### config.mk
export PLATFORM = sky130hd
export DESIGN_NAME = url_component_splitter_core_flat
export DESIGN_NICKNAME = d
export VERILOG_FILES = /design/src/rtl/ucs_pkg.sv /design/src/rtl/ucs_in_if.sv /design/src/rtl/ucs_out_if.sv /design/src/rtl/url_component_splitter_core.sv /design/src/rtl/ucs_step.sv /design/src/rtl/ucs_out_fifo.sv /design/src/flat_wrapper.sv
export SDC_FILE = /design/constraint.sdc
export NUM_CORES = 1
export LEC_CHECK = 0
export BUFFER_PORTS_ARGS = -buffer_cell sky130_fd_sc_hd__buf_2
export CORE_ASPECT_RATIO = 0.5
export CORE_UTILIZATION = 55
export CTS_CLUSTER_SIZE = 25
export DETAILED_ROUTE_END_ITERATION = 10
export PLACE_DENSITY = 0.73
export SLEW_MARGIN = 20
export SYNTH_ARGS = -nofsm -noshare
export SYNTH_HDL_FRONTEND = slang
export SYNTH_SLANG_ARGS = --single-unit
### constraint.sdc
create_clock -name clk -period 4.3 [get_ports clk]
set_input_delay 0.86 -clock clk [delete_from_list [all_inputs] [get_ports clk]]
set_output_delay 0.86 -clock clk [all_outputs]
set_load 0.1 [all_outputs]
### src/rtl/ucs_pkg.sv
`timescale 1ns / 1ps

package ucs_pkg;

	localparam logic [7:0] CH_NUL   = 8'h00;
	localparam logic [7:0] CH_TAB   = 8'h09;
	localparam logic [7:0] CH_SPACE = 8'h20;
	localparam logic [7:0] CH_DQUOTE = 8'h22;
	localparam logic [7:0] CH_HASH  = 8'h23;
	localparam logic [7:0] CH_SQUOTE = 8'h27;
	localparam logic [7:0] CH_SLASH = 8'h2F;
	localparam logic [7:0] CH_COLON = 8'h3A;
	localparam logic [7:0] CH_QMARK = 8'h3F;
	localparam logic [7:0] CH_UPPER_A = 8'h41;
	localparam logic [7:0] CH_UPPER_Z = 8'h5A;
	localparam logic [7:0] CH_LBRACE = 8'h7B;
	localparam logic [7:0] CASE_BIT = 8'h20;

	typedef enum logic [2:0] {
		COMP_SCHEMA    = 3'd0,
		COMP_AUTHORITY = 3'd1,
		COMP_PATH      = 3'd2,
		COMP_QUERY     = 3'd3,
		COMP_FRAGMENT  = 3'd4
	} comp_t;

	typedef enum logic [10:0] {
		PH_LEAD      = 11'b000_0000_0001,
		PH_SCHEMA    = 11'b000_0000_0010,
		PH_COLON     = 11'b000_0000_0100,
		PH_MAYBEAUTH = 11'b000_0000_1000,
		PH_AUTH      = 11'b000_0001_0000,
		PH_HELD      = 11'b000_0010_0000,
		PH_PATH      = 11'b000_0100_0000,
		PH_QUERY     = 11'b000_1000_0000,
		PH_FRAG      = 11'b001_0000_0000,
		PH_DONE      = 11'b010_0000_0000,
		PH_ERROR     = 11'b100_0000_0000
	} phase_t;

	typedef struct packed {
		logic [7:0] char_out;
		logic       char_valid;
		logic [2:0] component;
		logic       final_result;
		logic       status;
	} result_t;

	typedef struct packed {
		phase_t     phase_d;
		logic       held_we;
		logic [7:0] held_d;
		logic [1:0] n;
		result_t    r0;
		result_t    r1;
	} step_t;

	function automatic logic [7:0] lower_char(input logic [7:0] c);
		lower_char = (c >= CH_UPPER_A && c <= CH_UPPER_Z) ? (c | CASE_BIT) : c;
	endfunction

	function automatic logic is_stop(input logic [7:0] c);
		is_stop = (c == CH_SPACE) || (c == CH_DQUOTE) || (c == CH_SQUOTE) || (c == CH_NUL);
	endfunction

endpackage

### src/rtl/ucs_in_if.sv
`timescale 1ns / 1ps

interface ucs_in_if;
	logic       valid;
	logic       ready;
	logic [7:0] char_in;
	logic       end_of_url;

	modport source (output valid, output char_in, output end_of_url, input ready);
	modport sink (input valid, input char_in, input end_of_url, output ready);
endinterface

### src/rtl/ucs_out_if.sv
`timescale 1ns / 1ps

interface ucs_out_if;
	logic       valid;
	logic       ready;
	logic [7:0] char_out;
	logic       char_valid;
	logic [2:0] component;
	logic       final_result;
	logic       status;

	modport source (output valid, output char_out, output char_valid, output component,
		output final_result, output status, input ready);
	modport sink (input valid, input char_out, input char_valid, input component,
		input final_result, input status, output ready);
endinterface

### src/rtl/url_component_splitter_core.sv
`timescale 1ns / 1ps

// URL component splitter.
// in_ch carries one URL byte per transaction (char_in, end_of_url marks the
// last byte). out_ch carries result transactions: a kept character tagged
// with its component (schema, authority, path, query, fragment); the last
// result of a URL carries final_result and status (1 = bad schema).
// Each input transaction produces 0, 1 or 2 results; the end_of_url byte
// always produces at least one.
// The parse phase is updated in the same cycle the byte is accepted and the
// results are written to a four-entry result queue, so the first result is
// read out of that queue on out_ch, behind any results already waiting.
// Throughput: one input transaction per cycle while results drain at one per
// cycle; a byte that releases two results (held first path character) needs
// two output transactions. in_ch.ready is high while the queue has two free
// entries, so a stalled receiver holds off the input once three results are
// waiting. Nothing is lost while out_ch.ready is low.
// Reset clears the phase to leading-space skip and empties the queue.
module url_component_splitter_core import ucs_pkg::*; (
	input  logic      clk,
	input  logic      arst_n,
	ucs_in_if.sink    in_ch,
	ucs_out_if.source out_ch
);

	phase_t     phase_q;
	logic [7:0] held_q;
	step_t      step;
	logic       accept;
	logic       room2;
	logic [1:0] push_n;
	logic [2:0] count;

	ucs_step u_step (
		.phase (phase_q),
		.held  (held_q),
		.c     (in_ch.char_in),
		.last  (in_ch.end_of_url),
		.step  (step)
	);

	assign in_ch.ready = room2;
	assign accept      = in_ch.valid & in_ch.ready;
	assign push_n      = accept ? step.n : 2'd0;

	always_ff @(posedge clk or negedge arst_n) begin
		if (!arst_n) begin
			phase_q <= PH_LEAD;
		end else if (accept) begin
			phase_q <= step.phase_d;
		end
	end

	always_ff @(posedge clk) begin
		if (accept && step.held_we) begin
			held_q <= step.held_d;
		end
	end

	ucs_out_fifo u_fifo (
		.clk    (clk),
		.arst_n (arst_n),
		.push_n (push_n),
		.d0     (step.r0),
		.d1     (step.r1),
		.room2  (room2),
		.count  (count),
		.out_ch (out_ch)
	);

	a_last_resets_phase: assert property (@(posedge clk) disable iff (!arst_n)
		accept && in_ch.end_of_url |=> phase_q == PH_LEAD)
		else $error("phase not back to lead after end of URL");

	a_count_tracks: assert property (@(posedge clk) disable iff (!arst_n)
		1'b1 |=> count == $past(count) + 3'($past(push_n))
			- 3'($past(out_ch.valid & out_ch.ready)))
		else $error("result queue count mismatch");

	a_no_overflow: assert property (@(posedge clk) disable iff (!arst_n)
		count <= 3'd4)
		else $error("result queue overflow");

	a_final_needs_result: assert property (@(posedge clk) disable iff (!arst_n)
		accept && in_ch.end_of_url |-> push_n != 2'd0)
		else $error("end of URL produced no result");

endmodule

### src/rtl/ucs_step.sv
`timescale 1ns / 1ps

module ucs_step import ucs_pkg::*; (
	input  phase_t     phase,
	input  logic [7:0] held,
	input  logic [7:0] c,
	input  logic       last,
	output step_t      step
);

	phase_t     nx;
	logic [1:0] n;
	logic [7:0] ch0, ch1;
	comp_t      cp0, cp1;
	logic       hwe;
	logic [7:0] hd;
	logic       err;
	logic       delim;

	assign delim = (c == CH_QMARK) || (c == CH_HASH) || is_stop(c);

	always_comb begin
		nx  = phase;
		n   = 2'd0;
		ch0 = CH_NUL;
		cp0 = COMP_SCHEMA;
		ch1 = CH_NUL;
		cp1 = COMP_SCHEMA;
		hwe = 1'b0;
		hd  = c;
		unique case (phase)
			PH_LEAD: begin
				if (c == CH_SPACE || c == CH_DQUOTE || c == CH_TAB || c == CH_LBRACE) begin
					nx = phase;
				end else if (c == CH_COLON || c == CH_SLASH || c == CH_QMARK ||
						c == CH_HASH || c == CH_NUL) begin
					nx = PH_ERROR;
				end else begin
					n   = 2'd1;
					ch0 = lower_char(c);
					nx  = PH_SCHEMA;
				end
			end
			PH_SCHEMA: begin
				if (c == CH_COLON) begin
					nx = PH_COLON;
				end else if (c == CH_SLASH || c == CH_QMARK || c == CH_HASH ||
						c == CH_SPACE || c == CH_NUL) begin
					nx = PH_ERROR;
				end else begin
					n   = 2'd1;
					ch0 = lower_char(c);
				end
			end
			PH_COLON: begin
				if (c == CH_SLASH) begin
					hwe = 1'b1;
					nx  = PH_MAYBEAUTH;
				end else if (c == CH_QMARK) begin
					nx = PH_QUERY;
				end else if (c == CH_HASH) begin
					nx = PH_FRAG;
				end else if (is_stop(c)) begin
					nx = PH_DONE;
				end else begin
					hwe = 1'b1;
					nx  = PH_HELD;
				end
			end
			PH_AUTH: begin
				if (c == CH_QMARK) begin
					nx = PH_QUERY;
				end else if (c == CH_HASH) begin
					nx = PH_FRAG;
				end else if (is_stop(c)) begin
					nx = PH_DONE;
				end else if (c != CH_SLASH) begin
					n   = 2'd1;
					ch0 = c;
					cp0 = COMP_AUTHORITY;
				end else begin
					// slash closing the authority opens the path, held back
					hwe = 1'b1;
					nx  = PH_HELD;
				end
			end
			PH_MAYBEAUTH, PH_HELD: begin
				if (phase == PH_MAYBEAUTH && c == CH_SLASH) begin
					nx = PH_AUTH;
				end else if (delim) begin
					// one-character path: drop the rest of the URL
					nx = PH_DONE;
				end else begin
					n   = 2'd2;
					ch0 = held;
					cp0 = COMP_PATH;
					ch1 = c;
					cp1 = COMP_PATH;
					nx  = PH_PATH;
				end
			end
			PH_PATH: begin
				if (c == CH_QMARK) begin
					nx = PH_QUERY;
				end else if (c == CH_HASH) begin
					nx = PH_FRAG;
				end else if (is_stop(c)) begin
					nx = PH_DONE;
				end else begin
					n   = 2'd1;
					ch0 = c;
					cp0 = COMP_PATH;
				end
			end
			PH_QUERY: begin
				if (c == CH_HASH) begin
					nx = PH_FRAG;
				end else if (is_stop(c)) begin
					nx = PH_DONE;
				end else begin
					n   = 2'd1;
					ch0 = c;
					cp0 = COMP_QUERY;
				end
			end
			PH_FRAG: begin
				if (is_stop(c)) begin
					nx = PH_DONE;
				end else begin
					n   = 2'd1;
					ch0 = c;
					cp0 = COMP_FRAGMENT;
				end
			end
			PH_DONE, PH_ERROR: begin
				nx = phase;
			end
			default: begin
				nx = PH_LEAD;
			end
		endcase
	end

	assign err = (nx == PH_ERROR) || (nx == PH_LEAD) || (nx == PH_SCHEMA);

	always_comb begin
		step.held_we = hwe;
		step.held_d  = hd;
		step.phase_d = last ? PH_LEAD : nx;
		step.r0 = '{char_out: ch0, char_valid: (n != 2'd0), component: cp0,
			final_result: 1'b0, status: 1'b0};
		step.r1 = '{char_out: ch1, char_valid: 1'b1, component: cp1,
			final_result: 1'b0, status: 1'b0};
		step.n  = n;
		if (last) begin
			if (n == 2'd2) begin
				step.r1.final_result = 1'b1;
				step.r1.status       = err;
			end else begin
				// a final transaction with one or no character still carries the end marker
				step.n               = 2'd1;
				step.r0.final_result = 1'b1;
				step.r0.status       = err;
			end
		end
	end

endmodule

### src/rtl/ucs_out_fifo.sv
`timescale 1ns / 1ps

module ucs_out_fifo import ucs_pkg::*; (
	input  logic       clk,
	input  logic       arst_n,
	input  logic [1:0] push_n,
	input  result_t    d0,
	input  result_t    d1,
	output logic       room2,
	output logic [2:0] count,
	ucs_out_if.source  out_ch
);

	localparam int DEPTH = 4;

	result_t    mem_q [DEPTH];
	logic [1:0] wr_q, rd_q;
	logic [2:0] count_q;
	logic       pop;

	assign pop   = out_ch.valid & out_ch.ready;
	assign room2 = (count_q <= 3'(DEPTH - 2));
	assign count = count_q;

	always_ff @(posedge clk or negedge arst_n) begin
		if (!arst_n) begin
			wr_q    <= '0;
			rd_q    <= '0;
			count_q <= '0;
		end else begin
			wr_q    <= wr_q + push_n;
			rd_q    <= rd_q + 2'(pop);
			count_q <= count_q + 3'(push_n) - 3'(pop);
		end
	end

	always_ff @(posedge clk) begin
		if (push_n != 2'd0) begin
			mem_q[wr_q] <= d0;
		end
		if (push_n == 2'd2) begin
			mem_q[wr_q + 2'd1] <= d1;
		end
	end

	assign out_ch.valid        = (count_q != 3'd0);
	assign out_ch.char_out     = mem_q[rd_q].char_out;
	assign out_ch.char_valid   = mem_q[rd_q].char_valid;
	assign out_ch.component    = mem_q[rd_q].component;
	assign out_ch.final_result = mem_q[rd_q].final_result;
	assign out_ch.status       = mem_q[rd_q].status;

endmodule
### src/flat_wrapper.sv
// flat-port wrapper written by rule: the top's interface ports become plain ports
module url_component_splitter_core_flat import ucs_pkg::*;
  (clk, arst_n, in_ch_valid, in_ch_char_in, in_ch_end_of_url, in_ch_ready, out_ch_valid, out_ch_char_out, out_ch_char_valid, out_ch_component, out_ch_final_result, out_ch_status, out_ch_ready);
  ucs_in_if in_ch_i ();
  ucs_out_if out_ch_i ();
  input  logic clk;
  input  logic arst_n;
  input wire logic [$bits(in_ch_i.valid)-1:0] in_ch_valid;
  input wire logic [$bits(in_ch_i.char_in)-1:0] in_ch_char_in;
  input wire logic [$bits(in_ch_i.end_of_url)-1:0] in_ch_end_of_url;
  output wire logic [$bits(in_ch_i.ready)-1:0] in_ch_ready;
  output wire logic [$bits(out_ch_i.valid)-1:0] out_ch_valid;
  output wire logic [$bits(out_ch_i.char_out)-1:0] out_ch_char_out;
  output wire logic [$bits(out_ch_i.char_valid)-1:0] out_ch_char_valid;
  output wire logic [$bits(out_ch_i.component)-1:0] out_ch_component;
  output wire logic [$bits(out_ch_i.final_result)-1:0] out_ch_final_result;
  output wire logic [$bits(out_ch_i.status)-1:0] out_ch_status;
  input wire logic [$bits(out_ch_i.ready)-1:0] out_ch_ready;
  assign in_ch_i.valid = in_ch_valid;
  assign in_ch_i.char_in = in_ch_char_in;
  assign in_ch_i.end_of_url = in_ch_end_of_url;
  assign in_ch_ready = in_ch_i.ready;
  assign out_ch_valid = out_ch_i.valid;
  assign out_ch_char_out = out_ch_i.char_out;
  assign out_ch_char_valid = out_ch_i.char_valid;
  assign out_ch_component = out_ch_i.component;
  assign out_ch_final_result = out_ch_i.final_result;
  assign out_ch_status = out_ch_i.status;
  assign out_ch_i.ready = out_ch_ready;
  url_component_splitter_core u_core (.clk(clk), .arst_n(arst_n), .in_ch(in_ch_i), .out_ch(out_ch_i));
endmodule
**Word-level counts from Yosys, hierarchy flattened**

Memory sizes are Yosys's and may differ from the RTL's.
Cells that the tools add are included.
Widths: inputs -> output; s select.

- Flip-flop bits (word level): 26
- RAM bits: 56
- Input port bits: 13
- Output and inout bits: 16
- Word-level logic and storage cells: 153
- Memories kept: 1

- Add/sub/neg operators: 5
- $lt $le $gt $ge: 3
- Eq/ne operators: 26
- Muxes and demuxes: 85
- Bitwise gates (word level): 2
- Reductions and logical operators: 26

Memories:

| memory | depth | width | read ports | clocked after memory_dff | write ports | line | RTL |
|---|---|---|---|---|---|---|---|
| u_core.u_fifo.mem_q | 4 | 14 | 1 | 0 | 2 | ucs_out_fifo.sv:16 | `result_t mem_q [DEPTH];` |

Operators with widths:

| operator | count |
|---|---|
| $mux 11 | 12 |
| $mux 8 | 16 |
| $pmux 11 s9 | 1 |
| $mux 10 | 6 |
| $eq 8x6->1 const B | 7 |
| $pmux 8 s7 | 1 |
| $mux 2 | 17 |
| $mux 1 | 27 |
| $eq 11x1->1 const B | 2 |
| $eq 11x11->1 const B | 2 |
| $eq 11x2->1 const B | 2 |
| $logic_or 1x1->1 | 17 |
| $pmux 3 s5 | 1 |
| $pmux 2 s7 | 1 |
| $eq 11x10->1 const B | 1 |
| $eq 11x3->1 const B | 1 |
| $eq 11x4->1 const B | 1 |
| $eq 11x5->1 const B | 1 |
| $eq 11x6->1 const B | 1 |
| $eq 11x7->1 const B | 1 |
| $eq 11x8->1 const B | 1 |
| $eq 11x9->1 const B | 1 |
| $eq 8x4->1 const B | 1 |
| $eq 8x7->1 const B | 1 |
| 19 further kinds | 25 |

**Depth between registers and ports, before layout**

Gate-level depths: netlist of the first run.

- Word-level depth: 15
- Mapped depth: 16
- Gate-level depth less buffers: 13

**By module**

Synthesis of the first run repeated with hierarchy kept, for this count alone.

- Cell total of the unflattened synthesis: 401
- Area, all modules: 5,198.7 um2

Modules (own cells, without submodules):

| module | times used | cells an instance | area an instance (um2) | sequential area each (um2) |
|---|---|---|---|---|
| ucs_out_fifo | 1 | 175 | 3,249.4 | 1,856.8 |
| ucs_step | 1 | 191 | 1,231.2 | 0.0 |
| url_component_splitter_core | 1 | 35 | 718.2 | 516.7 |

**Worst setup path after synthesis of the first run**

OpenSTA, ideal clock, no wires.

- Path type: register to register
- Start: register u_core.u_fifo.count_q[1] (netlist: u_core.u_fifo.count[1])
- End: register u_core.u_fifo.count_q[2] (netlist: u_core.u_fifo.count[2])
- Library setup time: 0.123 ns
- Arrival time: 4.089 ns
- Required time: 4.177 ns
- Setup slack: 0.088 ns
- Cell stages (with the launch flop): 13
- Path buffers: 2
- Clock period less this slack: 4.212 ns
- Path through: dfrtp_1 > a21oi_1 > nand2_1 > clkbuf_1 > clkbuf_1 > a21oi_1 > inv_1 > ha_1 > inv_1 > ha_1 > fa_1 > xnor2_1 > xnor2_1

- Word-level cells in the longest chain between the ends: 5
- Elaborated cells between the ends (all ways): 7
- Those cells by class: add/sub (2); order compare (1); mux (1); bitwise (2); reduce/logical (1)

Ends and longest elaborated chain:

| item | line | RTL |
|---|---|---|
| start, declared | ucs_out_fifo.sv:18 | `logic [2:0] count_q;` |
| start signal, assigned | ucs_out_fifo.sv:33 | `count_q <= count_q + 3'(push_n) - 3'(pop);` |
| $le 3x2->1 | ucs_out_fifo.sv:22 | `assign room2 = (count_q <= 3'(DEPTH - 2));` |
| via in_ch_ready | flat_wrapper.sv:11 | `output wire logic [$bits(in_ch_i.ready)-1:0] in_ch_ready;` |
| $and 1x1->1 | url_component_splitter_core.sv:43 | `assign accept = in_ch.valid & in_ch.ready;` |
| $mux 2 | url_component_splitter_core.sv:44 | `assign push_n = accept ? step.n : 2'd0;` |
| $add 3x2->3 | ucs_out_fifo.sv:33 |  |
| $sub 3x1->3 | ucs_out_fifo.sv:33 |  |

The timed path passes the listed nets, and every way through them passes these cells.
A chain may end at the register's enable or synchronous reset.

**Worst setup path after layout of the first run**

- Start: input in_ch_char_in[3]
- End: register u_core.u_fifo.count_q[2] (netlist: u_core.u_fifo.count[2])

- Word-level cells in the longest chain between the ends: 14
- Elaborated cells between the ends (all ways): 47
- Those cells by class: add/sub (2); eq/ne (11); mux (17); reduce/logical (17)

Ends and longest elaborated chain:

| item | line | RTL |
|---|---|---|
| start, declared | flat_wrapper.sv:9 | `input wire logic [$bits(in_ch_i.char_in)-1:0] in_ch_char_in;` |
| $eq 8x6->1 (on tied branches) | -- |  |
| $logic_or 1x1->1 (on tied branches) | -- |  |
| $logic_or 1x1->1 (on tied branches) (2 in series) | ucs_pkg.sv:63, ucs_step.sv:35, ucs_step.sv:47 |  |
| $mux 1 (tied with other cells) | ucs_step.sv:107, ucs_step.sv:118, ucs_step.sv:127 |  |
| $mux 1 (tied with other cells) | ucs_step.sv:105 | `end else if (c == CH_HASH) begin` |
| $mux 1 (tied with other cells) | ucs_step.sv:103 | `if (c == CH_QMARK) begin` |
| $pmux 2 s7 * | ucs_step.sv:31 | `unique case (phase)` |
| $eq 2x2->1 | ucs_step.sv:156 | `if (n == 2'd2) begin` |
| $mux 2 | ucs_step.sv:156 |  |
| $mux 2 * | ucs_step.sv:155 | `if (last) begin` |
| $mux 2 * | url_component_splitter_core.sv:44 |  |
| $add 3x2->3 * | ucs_out_fifo.sv:33 |  |
| $sub 3x1->3 * | ucs_out_fifo.sv:33 |  |

Mark *: on every way between the ends. The rest lies on a longest branch, timed or not.

==> metrics.log, run 1 <==
INFO  metric run_status = finished, final reports clean
INFO  metric finalHoldWorstSlack = 0.4413 ns
INFO  metric tns = 0 ns
INFO  metric final_max_slew_viol_count = 0
INFO  metric timing.critical_path.to_type = register
INFO  metric max_freq = 268.8 MHz
INFO  metric netlist-cell-type-count = 82
INFO  metric starting_density_of_the_core = 57.06%
INFO  metric drt_first_pass_iters = 5
INFO  metric timing.hold.worst.class = input pin to async pin
INFO  metric final_min_period_over_clock_period = 86.51%
INFO  metric number_of_antenna_violations_at_the_first_check_in_global_routing = 0
INFO  metric skew = 0.007508 ns
INFO  metric cts_repair_resize_count = 0
INFO  metric r2r_setup_slack = 0.76 ns
INFO  metric globalplace.congestion = 0.9734
INFO  metric pwr-share-seq = 33.2%
INFO  metric core = 8738 um^2
INFO  metric crit_path_cell_trace = buf_2 -> or4_4 -> nor3_4 -> o21ai_0 -> a22oi_2 -> and2_4 -> a21oi_1 -> inv_1 -> ha_1 -> inv_1 -> ha_1 -> fa_1 -> xnor2_1 -> xnor2_1
INFO  metric syn-num-nets = 462
INFO  metric wire_per_inst = 21.84 um
INFO  metric groute.layer.met2.usage = 39.88%
INFO  metric fin_nets = 475
INFO  metric min_setup_slack_post_route = 0.5799 ns
INFO  metric vias_per_cell = 6.649
INFO  metric setup_viol = 0
INFO  metric drc = 0
INFO  metric grt_pass1_wl = 19870 um
INFO  metric holdBufCountCts = 0
INFO  metric grt_pass1_vias = 3556
INFO  metric first_iter_violations = 414
INFO  metric globalRoute.busiestLayer = met1
INFO  metric chipHeight = 69.33 um
INFO  metric cts.sink_count = 82
INFO  metric critPathMaxStageDelay = 0.59 ns
INFO  metric post-synth-top-area-fraction = 31.32%
INFO  metric maximum_clock_insertion_buffer_count = 2
INFO  metric critPathMaxFanout = 13
INFO  metric netSwitchingFraction = 46.33%
INFO  metric globalRouteMet1Util = 43.73%
INFO  metric number_of_flip_flops_and_latches_in_the_synthesized_netlist = 82
INFO  metric grt.met3_usage = 6.798%
INFO  metric timing.critical_path.slowest_stage_cell = sky130_fd_sc_hd__or4_4
INFO  metric cts_htree_levels = 3
INFO  metric post-dp-hpwl = 8893 um
INFO  metric power.clock.fraction = 23.2%
INFO  metric crit_path_start = in_ch_char_in[3]
INFO  metric synth_edf_count = 52
INFO  metric cts.reportedPaths.clkPinSlew = 0.06 ns
INFO  metric route.final.wire_length = 12620 um
INFO  metric worst-r2r-cell-count = 13
INFO  metric cts-buffers-inserted = 9
INFO  metric worst_slew_pin_slew = 1.027 ns
INFO  metric final_layout_size_suffix_gt1_share = 23.64%
INFO  metric die_width = 136.7 um
INFO  metric layoutNonFillerInstCount = 578
INFO  metric timing.rr.end = u_core.u_fifo.count[2]$_DFF_PN0_
INFO  metric pre_cts_slack = 0.2454 ns
INFO  metric power_leakage = 0.001978 uW
INFO  metric synth_flop_cell = sky130_fd_sc_hd__edfxtp_1
INFO  metric row_count = 24
INFO  metric timing.critical_path.arrival = 3.98 ns
INFO  metric max-slew-margin-rel = 31.55%
INFO  metric num_vias = 3843
INFO  metric num_io_pins = 29
INFO  metric timing.critical_path.to = u_core.u_fifo.count[2]$_DFF_PN0_
INFO  metric yosysWarnings = 0
INFO  metric post_cts.repair.setup_buffers = 0
INFO  metric wp_data_required = 4.56 ns
INFO  metric tritoncts = yes
INFO  metric yosys-top-cells-area = sky130_fd_sc_hd__edfxtp_1, sky130_fd_sc_hd__dfrtp_1, sky130_fd_sc_hd__mux4_2
INFO  metric critPathLaunchType = input pin
INFO  metric power_report.internal_total = 1818 uW
INFO  metric synthToLayoutAreaGrowth = 9.385%
INFO  metric final.min_clock_period = 3.720 ns
INFO  metric netlist_area = 4986 um^2
INFO  metric post-place-cells = 562
INFO  metric cts_root_buf = sky130_fd_sc_hd__clkbuf_16
INFO  metric grt_setup_unrepaired = no
INFO  metric portBuffers = 28
INFO  metric ys_seq_area_share = 45.19%
INFO  metric number_of_nets_with_antenna_violations_after_detailed_routing = 0
INFO  metric grt_max_degree = 19
INFO  metric grt_remaining_overflow = 0
INFO  metric r2r-start = u_core.phase_q[3]$_DFFE_PN0P_
INFO  metric synthArstFlopShare = 21.95%
INFO  metric clock_latency_on_the_worst_skew_pair = 0.34 ns
INFO  metric hold_viol_final = 0
INFO  metric net-switching-power = 1569 uW
INFO  metric max-vdd-ir-drop = 0.5511 mV
INFO  metric criticalPathCategory = input pin to register
INFO  metric grt_usage = 28.41%
INFO  metric antenna_cells = 0
INFO  metric cap_viol_max_count = 0
INFO  metric die_footprint = 9473 um^2
INFO  metric comb_power_share = 43.6%
INFO  metric syn_avg_cell_area = 11.26 um^2
INFO  metric netlist.top_cell.by_area = sky130_fd_sc_hd__edfxtp_1
INFO  metric power.density_cell_area = 621.0 nW/um^2
INFO  metric netlist_instances = 443
Yosys cell counts (6+ instances only):
| library cell | n |
|---|---|
| sky130_fd_sc_hd__a21oi_1 | 19 |
| sky130_fd_sc_hd__a22o_1 | 29 |
| sky130_fd_sc_hd__and2_1 | 7 |
| sky130_fd_sc_hd__buf_2 | 9 |
| sky130_fd_sc_hd__clkbuf_1 | 16 |
| sky130_fd_sc_hd__dfrtp_1 | 17 |
| sky130_fd_sc_hd__dfxtp_1 | 12 |
| sky130_fd_sc_hd__edfxtp_1 | 52 |
| sky130_fd_sc_hd__inv_1 | 9 |
| sky130_fd_sc_hd__mux4_2 | 14 |
| sky130_fd_sc_hd__nand2_1 | 49 |
| sky130_fd_sc_hd__nand3_1 | 13 |
| sky130_fd_sc_hd__nand4_1 | 8 |
| sky130_fd_sc_hd__nor2_1 | 18 |
| sky130_fd_sc_hd__nor3_1 | 6 |
| sky130_fd_sc_hd__nor4_1 | 6 |
| sky130_fd_sc_hd__o21ai_0 | 15 |
| sky130_fd_sc_hd__xnor2_1 | 7 |
cells by family (layout without fill, tap and decap cells):
logic type,Yosys count,in the layout,synth area share (%)
xor gates and xnor gates,11,11,1.932
adders and majority gates,6,6,1.656
buffers and inverters,43,61,4.291
and+or+nand+nor,158,158,18.80
DFF,82,82,45.19
muxes,18,18,7.152
AOI/OAI and AO/OA,125,125,20.98
registers in the layout, summed over array words and instances (netlist names):
register             cells
u_core.u_fifo.rd_q       2
u_core.u_fifo.count      3
u_core.u_fifo.wr_q       2
u_core.u_fifo.mem_q     56
u_core.held_q            8
u_core.phase_q          11
final cells by class:
type                       instances  area (um^2)
timing repair buffer              36        200.2
fill                             700         3284
tap                              117        146.4
clock buffer                       9        225.2
sequential                        82         2253
clock inverter                     7        76.32
multi-input combinational        318         2519
inverter                           9        33.78
worst min-delay path by stage:
stage | slack, ns | endpoint | from
after floorplan | 0.43 | u_core.u_fifo.mem_q[0][2]$_SDFFE_PP0P_ | u_core.u_fifo.mem_q[0][2]$_SDFFE_PP0P_
after global placement | 0.44 | u_core.u_fifo.mem_q[0][2]$_SDFFE_PP0P_ | u_core.u_fifo.mem_q[0][2]$_SDFFE_PP0P_
after detailed placement | 0.45 | u_core.u_fifo.mem_q[0][2]$_SDFFE_PP0P_ | u_core.u_fifo.mem_q[0][2]$_SDFFE_PP0P_
after CTS | 0.46 | u_core.phase_q[3]$_DFFE_PN0P_ | arst_n
after global routing | 0.48 | u_core.phase_q[2]$_DFFE_PN0P_ | arst_n
final | 0.44 | u_core.phase_q[2]$_DFFE_PN0P_ | arst_n
per-stage QoR:
stage	utilization, %	total power (uW)	area (um^2)
floorplan	-	2355	4986
global placement	58.96	2586	5152
detailed placement	58.96	2609	5152
CTS	62.41	3383	5454
global route	62.41	3526	5454
finish	62.41	3387	5454
routing by layer:
layer	vias up	share of wire, %
met3	20	8.0
met4	0	1.2
met2	179	43
li1	1764	-
met5	-	0
met1	1880	48
placed cells by master, fill, tap and decap left out, drive strengths merged, types with 6 or more instances in the layout:
master  count
nand2      53
edfxtp     52
buf        36
a22o       29
o21ai      26
a21oi      19
nor2       18
dfrtp      17
mux4       14
nand3      14
dfxtp      12
inv        12
nor4       12
clkbuf      9
nand4       9
nor3        9
and2        8
o31ai       8
xnor2       7
nor4b       6
or2         6
a211oi      6
worst max-delay path, delay by kind of cell:
family	cells	cell delay (ns)
fa+ha+maj	3	0.70
compound gates	3	0.62
simple gates	3	1.16
xor+xnor	2	0.34
buf+inv	3	0.30
power by group through the flow:
stage	clock network [uW]	logic (uW)	registers, uW
2_1_floorplan	0	1350	1010
3_3_place_gp	0	1450	1130
3_5_place_dp	0	1470	1140
4_1_cts	787	1470	1120
5_1_grt	822	1560	1150
6_report	786	1480	1130
No activity file was read; power rests on OpenSTA's default activity.
==> inputs of run 2 (changes only) <==
- CELL_PAD_IN_SITES_DETAIL_PLACEMENT: unset -> 1
- CELL_PAD_IN_SITES_GLOBAL_PLACEMENT: unset -> 1
- CORE_UTILIZATION: 55 -> 50
- PLACE_DENSITY: 0.73 -> unset
- PLACE_DENSITY_LB_ADDON: unset -> 0.1
==> metrics.log, run 2 (synthesized netlist as in run 1, its figures left out) <==
INFO  metric run_status = finished, final reports clean
INFO  metric most_frequent_standard_cell_in_the_layout_excluding_fill_and_tap_cells = sky130_fd_sc_hd__edfxtp_1
INFO  metric largest_register_ff_count = 56 (unchanged)
INFO  metric die_width = 143.2 um (+4.8%)
INFO  metric row_count = 25 (+4.2%)
INFO  metric grt_setup_unrepaired = no
INFO  metric max_freq = 268.1 MHz (-0.26%)
INFO  metric synthToLayoutAreaGrowth = 9.661%
INFO  metric cts_htree_levels = 3 (unchanged)
INFO  metric met3_length = 1030 um (+2.1%)
INFO  metric drt-met1-wl = 6685 um (+10%)
INFO  metric cts-buffers-inserted = 9 (unchanged)
INFO  metric cts.sink_count = 82 (unchanged)
INFO  metric r2r-start = u_core.phase_q[3]$_DFFE_PN0P_
INFO  metric tritoncts = yes
INFO  metric finalHoldWorstSlack = 0.4463 ns (+0.004937 ns)
INFO  metric critPathLaunchType = input pin
INFO  metric grt_remaining_overflow = 0 (unchanged)
INFO  metric worst-r2r-cell-count = 13 (unchanged)
INFO  metric die_footprint = 10400 um^2 (+9.8%)
INFO  metric drc = 0 (unchanged)
INFO  metric core = 9572 um^2 (+9.5%)
INFO  metric timing.critical_path.slowest_stage_cell = sky130_fd_sc_hd__or4_4
INFO  metric cts_repair_resize_count = 0 (unchanged)
INFO  metric grt_pass1_wl = 22470 um (+13%)
INFO  metric route.final.wire_length = 14550 um (+15%)
INFO  metric hold_viol_final = 0 (unchanged)
INFO  metric cts.reportedPaths.clkPinSlew = 0.07 ns (about the same)
INFO  metric num_io_pins = 29 (unchanged)
INFO  metric maximum_clock_insertion_buffer_count = 2 (unchanged)
INFO  metric crit_path_cell_trace = buf_2 -> or4_4 -> a211oi_4 -> nor3_4 -> nand2_2 -> nand2_1 -> a21oi_1 -> inv_1 -> ha_1 -> inv_1 -> ha_1 -> fa_1 -> xnor2_1 -> xnor2_1
INFO  metric critPathMaxFanout = 16 (+3)
INFO  metric r2r_setup_slack = 0.74 ns (-0.02 ns)
INFO  metric critical_path.top_delay_family = simple AND/OR/NAND/NOR gates
INFO  metric number_of_antenna_violations_at_the_first_check_in_global_routing = 1 (+1)
INFO  metric timing.rr.end = u_core.u_fifo.count[2]$_DFF_PN0_
INFO  metric starting_density_of_the_core = 52.09% (-5.0 points)
INFO  metric setup_viol = 0 (unchanged)
INFO  metric tns = 0 ns (unchanged)
INFO  metric num_vias = 4001 (+4.1%)
INFO  metric final.min_clock_period = 3.730 ns (+0.009833 ns)
INFO  metric met2_wirelength = 6531 um (+21%)
INFO  metric final_min_period_over_clock_period = 86.74% (+0.23 points)
INFO  metric timing.critical_path.arrival = 3.99 ns (about the same)
INFO  metric max-vdd-ir-drop = 0.4728 mV (-14%)
INFO  metric post_cts.repair.setup_buffers = 0 (unchanged)
INFO  metric number_of_nets_with_antenna_violations_after_detailed_routing = 0 (unchanged)
INFO  metric final_layout_size_suffix_gt1_share = 23.48% (-0.17 points)
INFO  metric vias_per_cell = 6.724 (+1.1%)
INFO  metric antenna_cells = 0 (unchanged)
INFO  metric chipHeight = 72.61 um (+4.7%)
INFO  metric clock_latency_on_the_worst_skew_pair = 0.34 ns (about the same)
INFO  metric globalplace.congestion = 1.026 (+5.4%)
INFO  metric grt_usage = 29.96% (+1.6 points)
INFO  metric wire_per_inst = 24.46 um (+12%)
INFO  metric skew = 0.005250 ns (-0.002258 ns)
INFO  metric most-common-layout-cells = sky130_fd_sc_hd__edfxtp_1, sky130_fd_sc_hd__nand2_1, sky130_fd_sc_hd__a22o_1
INFO  metric top_layer_reached_by_signal_wires = met4
INFO  metric grt_pass1_vias = 3864 (+8.7%)
INFO  metric reg.largest.list = u_core.u_fifo.mem_q: 56 flops, u_core.phase_q: 11 flops, u_core.held_q: 8 flops
INFO  metric criticalPathCategory = input pin to register
INFO  metric worst_slew_pin_slew = 1.000 ns (-0.02622 ns)
INFO  metric critPathMaxStageDelay = 0.63 ns (+0.04 ns)
INFO  metric power.density_cell_area = 629.1 nW/um^2 (+1.3%)
INFO  metric holdBufCountCts = 0 (unchanged)
INFO  metric wp_data_required = 4.56 ns (about the same)
INFO  metric power_leakage = 0.001969 uW (-0.44%)
INFO  metric cts_root_buf = sky130_fd_sc_hd__clkbuf_16
INFO  metric timing.hold.worst.class = input pin to async pin
INFO  metric drt_first_pass_iters = 6 (+1)
INFO  metric cp.buffers_inverters = 3 (unchanged)
INFO  metric timing.critical_path.to_type = register
INFO  metric portBuffers = 28 (unchanged)
INFO  metric largest_register = u_core.u_fifo.mem_q
INFO  metric post-dp-hpwl = 10660 um (+20%)
INFO  metric first_iter_violations = 425 (+2.7%)
INFO  metric cap_viol_max_count = 0 (unchanged)
INFO  metric final_max_slew_viol_count = 0 (unchanged)
INFO  metric grt_max_degree = 19 (unchanged)
INFO  metric max-slew-margin-rel = 33.30% (+1.7 points)
INFO  metric fin_nets = 474 (-0.21%)
run 2: where the power goes:
part           leakage [uW]  total [uW]  internal (uW)  switching (uW)
Clock              0.000140         797            454             342
Combinational       0.00101        1510            410            1100
Sequential         0.000815        1130            954             174
run 2: area by class of cell:
cell class | instances | area (um^2)
clock buffers | 9 | 225.2
clock inverters | 7 | 75.07
fillers | 1027 | 4104
inverters | 9 | 33.78
multi-input cells | 318 | 2519
flip-flops and latches | 82 | 2253
well taps | 135 | 168.9
repair buffers | 35 | 192.7
run 2: worst reg2reg max path, stage by stage, from the launching register on:
cell and delay (ns):
sky130_fd_sc_hd__dfrtp_1 0.52, sky130_fd_sc_hd__nor4_2 0.59, sky130_fd_sc_hd__nand4_1 0.27, sky130_fd_sc_hd__nor4_2 0.33, sky130_fd_sc_hd__o21ai_4 0.15, sky130_fd_sc_hd__and2_4 0.17, sky130_fd_sc_hd__a21oi_1 0.19, sky130_fd_sc_hd__inv_1 0.07
sky130_fd_sc_hd__ha_1 0.27, sky130_fd_sc_hd__inv_1 0.04, sky130_fd_sc_hd__ha_1 0.19, sky130_fd_sc_hd__fa_1 0.38, sky130_fd_sc_hd__xnor2_1 0.18, sky130_fd_sc_hd__xnor2_1 0.14
run 2: worst max path at each step:
| stage | startpoint | end | slack, ns | depth (start not counted) |
|---|---|---|---|---|
| 2_1_floorplan | u_core.u_fifo.count[1]$_DFF_PN0_ | u_core.u_fifo.count[2]$_DFF_PN0_ | 0.09 | 12 |
| 3_3_place_gp | in_ch_char_in[4] | u_core.u_fifo.count[2]$_DFF_PN0_ | 0.33 | 14 |
| 3_5_place_dp | in_ch_char_in[4] | u_core.u_fifo.count[2]$_DFF_PN0_ | 0.20 | 14 |
| 4_1_cts | in_ch_char_in[4] | u_core.u_fifo.count[2]$_DFF_PN0_ | 0.55 | 14 |
| 5_1_grt | in_ch_char_in[4] | u_core.u_fifo.count[2]$_DFF_PN0_ | 0.33 | 14 |
| 6_report | in_ch_char_in[4] | u_core.u_fifo.count[2]$_DFF_PN0_ | 0.57 | 14 |
run 2: routing by layer:
layer	global-route usage [%]	up-vias
met4	10.05	0
met5	0	-
li1	-	1762
met1	42.92	2034
met3	6.890	32
met2	45.04	173
run 2: stage by stage:
step	cell area, um^2	util [%]	total power [uW]	std cells	setup slack (ns)
floorplan	4986	-	2355	443	0.08840
CTS	5468	57.12	3445	595	0.5483
detailed placement	5167	53.99	2643	579	0.2013
global route	5468	57.12	3576	595	0.3349
global placement	5167	53.99	2597	579	0.3288
finish	5468	57.12	3440	595	0.5701
==> inputs of run 3 (changes only) <==
- CORE_MARGIN: unset -> 2
==> metrics.log, run 3 (synthesized netlist as in run 1, its figures left out) <==
INFO  metric r2r_setup_slack = 0.74 ns (about the same)
INFO  metric synthToLayoutAreaGrowth = 9.536%
INFO  metric final_layout_size_suffix_gt1_share = 23.31% (-0.17 points)
INFO  metric min_setup_slack_post_route = 0.5451 ns (-0.02500 ns)
INFO  metric cts-buffers-inserted = 9 (unchanged)
INFO  metric pre_cts_slack = 0.1948 ns (-0.006492 ns)
INFO  metric run_status = finished, final reports clean
INFO  metric grt_setup_unrepaired = no
INFO  metric maximum_clock_insertion_buffer_count = 2 (unchanged)
INFO  metric starting_density_of_the_core = 52.09% (unchanged)
INFO  metric die_width = 145.2 um (+1.4%)
INFO  metric final_max_slew_viol_count = 0 (unchanged)
INFO  metric max-vdd-ir-drop = 0.5740 mV (+21%)
INFO  metric critPathLaunchType = input pin
INFO  metric tns = 0 ns (unchanged)
INFO  metric power.density_cell_area = 630.2 nW/um^2 (+0.17%)
INFO  metric portBuffers = 28 (unchanged)
INFO  metric timing.critical_path.to_type = register
INFO  metric reg.largest.list = u_core.u_fifo.mem_q: 56 flops, u_core.phase_q: 11 flops, u_core.held_q: 8 flops
INFO  metric grt_usage = 28.38% (-1.6 points)
INFO  metric critPathMaxStageDelay = 0.62 ns (about the same)
INFO  metric top_layer_reached_by_signal_wires = met4
INFO  metric grt_pass1_vias = 3960 (+2.5%)
INFO  metric placedInstanceArea = 5160 um^2 (-0.15%)
INFO  metric wp_data_required = 4.56 ns (about the same)
INFO  metric first_iter_violations = 423 (-0.47%)
INFO  metric chipHeight = 74.61 um (+2.8%)
INFO  metric timing.critical_path.arrival = 4.02 ns (+0.03 ns)
INFO  metric largest_register = u_core.u_fifo.mem_q
INFO  metric worst-r2r-cell-count = 13 (unchanged)
INFO  metric grt_pass1_wl = 23160 um (+3.1%)
INFO  metric route.final.wire_length = 14610 um (+0.37%)
INFO  metric most-common-layout-cells = sky130_fd_sc_hd__edfxtp_1, sky130_fd_sc_hd__nand2_1, sky130_fd_sc_hd__a22o_1
INFO  metric cts_root_buf = sky130_fd_sc_hd__clkbuf_16
INFO  metric tritoncts = yes
INFO  metric grt_max_degree = 19 (unchanged)
INFO  metric drc = 0 (unchanged)
INFO  metric max-slew-margin-rel = 33.30% (about the same)
INFO  metric num_vias = 3865 (-3.4%)
INFO  metric core = 9572 um^2 (unchanged)
INFO  metric die_footprint = 10840 um^2 (+4.2%)
INFO  metric cts.sink_count = 82 (unchanged)
INFO  metric criticalPathCategory = input pin to register
INFO  metric max_freq = 266.3 MHz (-0.67%)
INFO  metric globalplace.congestion = 0.9329 (-9.0%)
INFO  metric power_leakage = 0.001967 uW (about the same)
INFO  metric number_of_nets_with_antenna_violations_after_detailed_routing = 0 (unchanged)
INFO  metric timing.critical_path.slowest_stage_cell = sky130_fd_sc_hd__or4_4
INFO  metric wire_per_inst = 24.59 um (+0.54%)
INFO  metric critPathMaxFanout = 16 (unchanged)
INFO  metric cts_htree_levels = 3 (unchanged)
INFO  metric timing.hold.worst.class = input pin to async pin
INFO  metric setup_viol = 0 (unchanged)
INFO  metric clock_latency_on_the_worst_skew_pair = 0.35 ns (about the same)
INFO  metric drt_first_pass_iters = 5 (-1)
INFO  metric hold_viol_final = 0 (unchanged)
INFO  metric drt-met1-wl = 6879 um (+2.9%)
INFO  metric met2_wirelength = 6835 um (+4.7%)
INFO  metric fin_nets = 473 (-0.21%)
INFO  metric num_io_pins = 29 (unchanged)
INFO  metric post-dp-hpwl = 10660 um (about the same)
INFO  metric final.min_clock_period = 3.755 ns (+0.02500 ns)
INFO  metric holdBufCountCts = 0 (unchanged)
INFO  metric final_min_period_over_clock_period = 87.32% (+0.58 points)
INFO  metric crit_path_cell_trace = buf_2 -> or4_4 -> a211oi_4 -> nor3_4 -> nand2_2 -> nand2_1 -> a21oi_1 -> inv_1 -> ha_1 -> inv_1 -> ha_1 -> fa_1 -> xnor2_1 -> xnor2_1
INFO  metric vias_per_cell = 6.507 (-3.2%)
INFO  metric met3_length = 797 um (-23%)
INFO  metric skew = 0.008772 ns (+0.003522 ns)
INFO  metric cap_viol_max_count = 0 (unchanged)
INFO  metric most_frequent_standard_cell_in_the_layout_excluding_fill_and_tap_cells = sky130_fd_sc_hd__edfxtp_1
INFO  metric row_count = 25 (unchanged)
INFO  metric worst_slew_pin_slew = 1.000 ns (-0.00006196 ns)
INFO  metric timing.rr.end = u_core.u_fifo.count[2]$_DFF_PN0_
INFO  metric cts_repair_resize_count = 0 (unchanged)
INFO  metric cts.reportedPaths.clkPinSlew = 0.07 ns (about the same)
INFO  metric final_cell_area = 5461 um^2 (-0.11%)
INFO  metric antenna_cells = 0 (unchanged)
INFO  metric grt_remaining_overflow = 0 (unchanged)
INFO  metric post_cts.repair.setup_buffers = 0 (unchanged)
INFO  metric r2r-start = u_core.phase_q[3]$_DFFE_PN0P_
INFO  metric number_of_antenna_violations_at_the_first_check_in_global_routing = 0 (-1)
INFO  metric largest_register_ff_count = 56 (unchanged)
-- run 3: power by group --
part | total [uW] | leakage (uW) | switching (uW) | internal (uW)
combinational | 1530 | 0.00101 | 1110 | 413
clock | 791 | 0.000144 | 337 | 454
sequential | 1130 | 0.000815 | 171 | 954
total | 3440 | 0.00197 | 1620 | 1820
-- run 3: worst max-delay path, delay by kind of cell --
family	cells	cell delay, ns
xor+xnor	2	0.33
buf+inv	3	0.32
fa+ha+maj	3	0.87
simple gates	4	0.97
compound gates	2	0.66
-- run 3: how the worst max path moves through the flow --
stage                                startpoint                               end  slack (ns)  depth (start not counted)
6_report                       in_ch_char_in[4]  u_core.u_fifo.count[2]$_DFF_PN0_        0.55                         14
5_1_grt                        in_ch_char_in[4]  u_core.u_fifo.count[2]$_DFF_PN0_        0.40                         14
4_1_cts                        in_ch_char_in[4]  u_core.u_fifo.count[2]$_DFF_PN0_        0.54                         14
3_5_place_dp                   in_ch_char_in[4]  u_core.u_fifo.count[2]$_DFF_PN0_        0.19                         14
3_3_place_gp                   in_ch_char_in[4]  u_core.u_fifo.count[2]$_DFF_PN0_        0.35                         14
2_1_floorplan  u_core.u_fifo.count[1]$_DFF_PN0_  u_core.u_fifo.count[2]$_DFF_PN0_        0.09                         12
-- run 3: cell type report --
class	count	area (um^2)
fill	1040	4110
multi-input combinational	318	2519
sequential	82	2253
clock buffer	9	225.2
timing repair buffer	34	185.2
tap	135	168.9
clock inverter	7	76.32
inverter	9	33.78
-- run 3: metal layers --
metal / GRT usage (%) / up-vias
met4: 6.427 / 0
met2: 46.02 / 110
met3: 5.455 / 10
li1: - / 1752
met1: 40.59 / 1993
met5: 0 / -
-- run 3: stage by stage --
stage / power [uW] / utilization (%) / cells / hold slack [ns]
3_3_place_gp: 2600 / 53.91 / 578 / 0.4396
4_1_cts: 3446 / 57.06 / 594 / 0.4575
6_report: 3442 / 57.06 / 594 / 0.4412
2_1_floorplan: 2355 / - / 443 / 0.4311
3_5_place_dp: 2656 / 53.91 / 578 / 0.4622
5_1_grt: 3581 / 57.06 / 594 / 0.4654
